===== src/rtl/core/sorted_write_overlay_map_defines.svh =====
// Assertion macros shared by the overlay map RTL.
// Include with the bare file name; no other dependencies.
`ifndef SORTED_WRITE_OVERLAY_MAP_DEFINES_SVH
`define SORTED_WRITE_OVERLAY_MAP_DEFINES_SVH
// Implication checked on every clock edge outside reset.
`define SWOM_ASSERT_IMP(lbl, clk, rstn, ante, cons, msg) \
  lbl: assert property (@(posedge clk) disable iff (!rstn) (ante) |-> (cons)) else $error(msg);
// Next-cycle implication checked outside reset.
`define SWOM_ASSERT_NXT(lbl, clk, rstn, ante, cons, msg) \
  lbl: assert property (@(posedge clk) disable iff (!rstn) (ante) |=> (cons)) else $error(msg);
`endif


===== src/rtl/core/swom_pkg.sv =====
// Types and codes for the sorted write overlay map.
// No dependencies.
`timescale 1ns / 1ps
package swom_pkg;
  typedef enum logic [1:0] {
    ACT_INSERT = 2'd0,
    ACT_QUERY  = 2'd1,
    ACT_MAXEND = 2'd2,
    ACT_NONE   = 2'd3
  } action_t;

  typedef enum logic [2:0] {
    ST_INSERTED = 3'd0,
    ST_REPLACED = 3'd1,
    ST_FULL     = 3'd2,
    ST_SEGMENT  = 3'd3,
    ST_NO_OVL   = 3'd4,
    ST_MAX_END  = 3'd5
  } status_t;

  typedef enum logic [1:0] {
    FSM_IDLE  = 2'd0,
    FSM_SCAN  = 2'd1,
    FSM_EMIT  = 2'd2
  } fsm_t;

  typedef struct packed {
    logic [1:0]  action;
    logic [47:0] offset;
    logic [31:0] length;
    logic [15:0] handle;
  } in_item_t;

  typedef struct packed {
    logic [2:0]  status;
    logic [15:0] result_handle;
    logic [31:0] source_offset;
    logic [31:0] dest_offset;
    logic [31:0] byte_count;
    logic [48:0] max_end;
    logic        last;
  } out_item_t;

  // Stored write record handed between cells.
  typedef struct packed {
    logic [47:0] offset;
    logic [31:0] length;
    logic [15:0] handle;
  } entry_t;

  // Broadcast command from the controller to every cell.
  typedef struct packed {
    logic   ins;      // shift-insert the key at its sorted place
    logic   repl;     // overwrite the matching entry
    logic   rotate;   // rotate the chain one step toward cell 0
    entry_t key;
  } cell_cmd_t;
endpackage


===== src/rtl/core/swom_cell.sv =====
// One storage cell of the overlay map chain.
// Depends on swom_pkg.
`timescale 1ns / 1ps
module swom_cell (
  input  logic                clk,
  input  logic                rst_n,
  input  swom_pkg::cell_cmd_t cmd,
  input  logic                occ_in,     // this cell holds a live entry
  input  logic                prev_less,  // left neighbor is live and below key
  input  swom_pkg::entry_t    prev_ent,   // left neighbor's entry
  input  swom_pkg::entry_t    next_ent,   // right neighbor's entry (rotate)
  output swom_pkg::entry_t    ent,
  output logic                less,       // live and offset below key
  output logic                match       // live and offset equal to key
);
  swom_pkg::entry_t ent_r;
  swom_pkg::entry_t ent_nxt;

  assign ent   = ent_r;
  assign less  = occ_in && (ent_r.offset < cmd.key.offset);
  assign match = occ_in && (ent_r.offset == cmd.key.offset);

  always_comb begin
    ent_nxt = ent_r;
    if (cmd.rotate) begin
      ent_nxt = next_ent;
    end else if (cmd.repl && match) begin
      ent_nxt.length = cmd.key.length;
      ent_nxt.handle = cmd.key.handle;
    end else if (cmd.ins && !less) begin
      // Take the key where the boundary falls, else shift right.
      ent_nxt = prev_less ? cmd.key : prev_ent;
    end
  end

  always_ff @(posedge clk) begin
    ent_r <= ent_nxt;
  end

  logic unused_rst;
  assign unused_rst = rst_n;
endmodule


===== config.mk =====
export PLATFORM = sky130hd
export DESIGN_NAME = swom_cell
export DESIGN_NICKNAME = d
export VERILOG_FILES = /design/src/rtl/core/sorted_write_overlay_map_defines.svh /design/src/rtl/core/swom_pkg.sv /design/src/rtl/core/swom_cell.sv
export SDC_FILE = /design/constraint.sdc
export NUM_CORES = 1
export LEC_CHECK = 0
export BUFFER_PORTS_ARGS = -buffer_cell sky130_fd_sc_hd__buf_4
export CAP_MARGIN = 20
export CORE_AREA = 2 2 153 155
export CTS_CLUSTER_SIZE = 25
export DETAILED_ROUTE_END_ITERATION = 7
export DIE_AREA = 0 0 155 157
export GPL_TIMING_DRIVEN = 0
export SLEW_MARGIN = 20
export SYNTH_ARGS = -nofsm -noshare
export SYNTH_HDL_FRONTEND = slang
export SYNTH_SLANG_ARGS = --single-unit

===== constraint.sdc =====
create_clock -name clk -period 17.53 [get_ports clk]
set_clock_uncertainty 0.05 [all_clocks]
set_input_delay 1.753 -clock clk [delete_from_list [all_inputs] [get_ports clk]]
set_output_delay 1.753 -clock clk [all_outputs]
set_load 0.05 [all_outputs]

==> impl_metrics.tcl <==
set metrics [dict create \
    synth_seq_cells 96 \
    antenna_violating_nets_post_route 0 \
    final_hold_viol_count 0 \
    cts_made_buffers 9 \
    worst_setup_path_start_kind "input port" \
    first_global_vias 6312 \
    placer_congestion 0.840 \
    syn2layout_area_growth_pct 60.2 \
    floorplan.core_area_mm2 0.0225 \
    max_slew.worst_pin.slew_ns 0.797 \
    setup.reg_to_reg.worst_slack_ns 14.11 \
    cts_root_buffer "clkbuf_16" \
    io_pins 393 \
    yosys_warnings 0 \
    synth_cell_types 34 \
    crit_chain "buf_4 -> inv_1 -> ha_1 -> nor2b_1 -> o21ai_0 -> a21boi_0 -> o311a_1 -> nor3_1 -> buf_4" \
    total_drc_errors_in_the_routed_layout 0 \
    postCtsHoldBufs 0 \
    synth.cell_area_mm2 0.00613 \
    cts_max_level 3 \
    clkTransAtPathRegs_ns 0.07 \
    timing.rr.start "ent[63]" \
    total_leakage_power_nw 4.84 \
    first_iter_violations 262 \
    finish.instance_area_mm2 0.00982 \
    grt-ovfl-total 0 \
    postCtsSetupRepairBufs 0 \
    crit_path_end_kind "primary output" \
    asyncSetResetFlopFracSynth 0 \
    numClockSinks 96 \
    outcome "completed" \
    timing.final.max_slew_violations 0 \
    number_of_synthesized_flops_with_an_enable_pin 96 \
    initial_utilization 0.273 \
    std_cell_rows 55 \
    largest_register_ff_count 96 \
    postSynthNetCount 940 \
    wire_length_of_the_first_global_routing_pass_mm 36.7 \
    grtUsageTotal 0.201 \
    worstPathMaxFanout 3 \
    cpMaxStageDelayCell "nor3_1" \
    max_slew_margin_vs_limit 0.465 \
    number_of_buffers_on_the_longest_clock_path 2 \
    slowest_delay_ns 0.66 \
    synth_area_leader_cell "edfxtp_1" \
    unrepaired_setup_endpoints_after_global_routing "no" \
    final_layout_size_suffix_gt1_frac 0.418 \
    maxCapViolCount 0 \
    postCtsResizedCells 0 \
    die_area_mm2 0.0243 \
    totalWireLength_mm 25.3 \
    synth.yosys.seq_area_share 0.470 \
    timing.critical_path.from "cmd[49]" \
    yosys-top-cells-area "edfxtp_1, mux2i_1, ha_1, o21ai_0, nand2_1" \
    finalSetupViolCount 0 \
    grt_antenna_before_repair 0 \
    fillers 2237 \
    clock_latency_ns 0.35 \
    post_synthesis_cell_count 597 \
    detailroute.via_count 6014 \
    fp.dieH_um 157 \
    worstHoldStart "ent[95]" \
    floorplan.die.width_um 155 \
    cpMostUsedCell "buf_4" \
    avgViaCountPerCell 4.66 \
    grt_max_degree 24 \
    yosys.area.top_type_share 0.470 \
    final_period_minus_worst_setup_slack_ns 5.88 \
    min_delay_worst_type "reg -> reg" \
    power.ir.vdd_worst_uv 53.5 \
    hpwlAfterDp_mm 20.8 \
    tritoncts "yes" \
    total_negative_setup_slacks_ns 0 \
    worst-setup-path-type "in -> out" \
    dpl_cell_area_mm2 0.00953 \
    port-buffer-count 389 \
    cp_data_arrival_time_ns 4.07 \
    power-per-cell-area_mw_per_mm2 79.0 \
    number_of_diodes 0 \
    post-route-period-util 0.335 \
    syn_avg_cell_area_um2 10.3 \
    drt_pre_antenna_iters 4 \
    synth_ff_type "edfxtp_1" \
    fin_nets 1344 \
    worst_ep_required_time_ns 15.73 \
    timing.fmax_mhz 170 \
    route.detailed.wl_per_inst_um 19.6 \
]
## Yosys cell counts, drive strengths merged, types with 2 or more instances
| master | n |
|---|---|
| a21oi | 20 |
| o21ai | 104 |
| nand2 | 108 |
| buf | 9 |
| inv | 51 |
| clkbuf | 24 |
| nand3 | 4 |
| nor4 | 4 |
| a21o | 4 |
| a221oi | 2 |
| ha | 48 |
| nor3 | 3 |
| nand4 | 10 |
| and4 | 3 |
| mux2i | 96 |
| edfxtp | 96 |
## report_power, final
part,switching (W),internal [W]
Clock,0.0000965,0.000112
Combinational,0.000165,0.000109
Sequential,0.0000108,0.000283
Total,0.000273,0.000503
## per-layer routing
layer	GRT usage	share of wire	vias to the layer above	wire length (um)
li1	-	-	2959	-
met1	0.226	0.38	2772	9730
met2	0.365	0.51	268	12900
met3	0.0752	0.094	15	2380
met4	0.0401	0.011	0	282
met5	0	0	-	0
## cell usage in the layout, fill, tap and decap left out, types with 2 or more instances in the layout
| master | n |
|---|---|
| buf_4 | 392 |
| nand2_1 | 108 |
| mux2i_1 | 96 |
| edfxtp_1 | 96 |
| o21ai_0 | 83 |
| inv_1 | 51 |
| ha_1 | 48 |
| clkbuf_1 | 25 |
| o21ai_1 | 20 |
| a21oi_1 | 19 |
| nand4_1 | 9 |
| clkbuf_16 | 9 |
| nand3_1 | 4 |
| a21o_1 | 4 |
| buf_2 | 3 |
| nor4_1 | 3 |
| and4_1 | 3 |
| nor3_1 | 3 |
| buf_8 | 2 |
| a221oi_1 | 2 |
| clkinv_4 | 2 |
| buf_12 | 2 |
| buf_16 | 2 |
## worst max-delay path, delay by kind of cell
| kind | cells | cell delay (ns) |
|---|---|---|
| buffers and inverters | 3 | 0.45 |
| AND/OR/NAND/NOR | 2 | 0.79 |
| adder cells (fa/ha/maj) | 1 | 0.29 |
| AO/OA/AOI/OAI | 3 | 0.77 |
## cells by family after synthesis
family          after synthesis  share of synthesized area
buf+inv                      84                     0.0588
mux                          96                      0.157
compound gates              137                      0.121
fa+ha+maj                    48                     0.0979
flops                        96                      0.470
simple gates                136                     0.0961
## per-stage QoR
step                hold WS, ns  utilization  instances  worst slack, ns  total power, W
finish                     1.21        0.437       1291            11.65        0.000776
detailed placement         1.21        0.423       1275            11.61        0.000575
floorplan                  1.87            -        597            10.40        0.000452
global route               1.28        0.437       1291            11.50        0.000814
global placement           1.61        0.418       1271             7.92        0.000570
CTS                        1.23        0.437       1291            11.60        0.000785
## layout make-up
| class | instances | area, um^2 | area share |
|---|---|---|---|
| flip-flops and latches | 96 | 2880 | 0.293 |
| clock inverters | 6 | 67.6 | 0.00688 |
| well taps | 285 | 357 | 0.0363 |
| multi-input cells | 417 | 2910 | 0.296 |
| clock buffers | 10 | 229 | 0.0233 |
| repair buffers | 393 | 3020 | 0.307 |
| plain buffers | 33 | 169 | 0.0172 |
| inverters | 51 | 191 | 0.0195 |
## path summary, 6_finish.rpt
kind	end	depth (start not counted)
worst max register to register	ent[34]	9
worst min register to register	ent[51]	5
worst min-delay path	ent[51]	5
worst max-delay path	less	9
No activity file was read; power rests on OpenSTA's default activity.
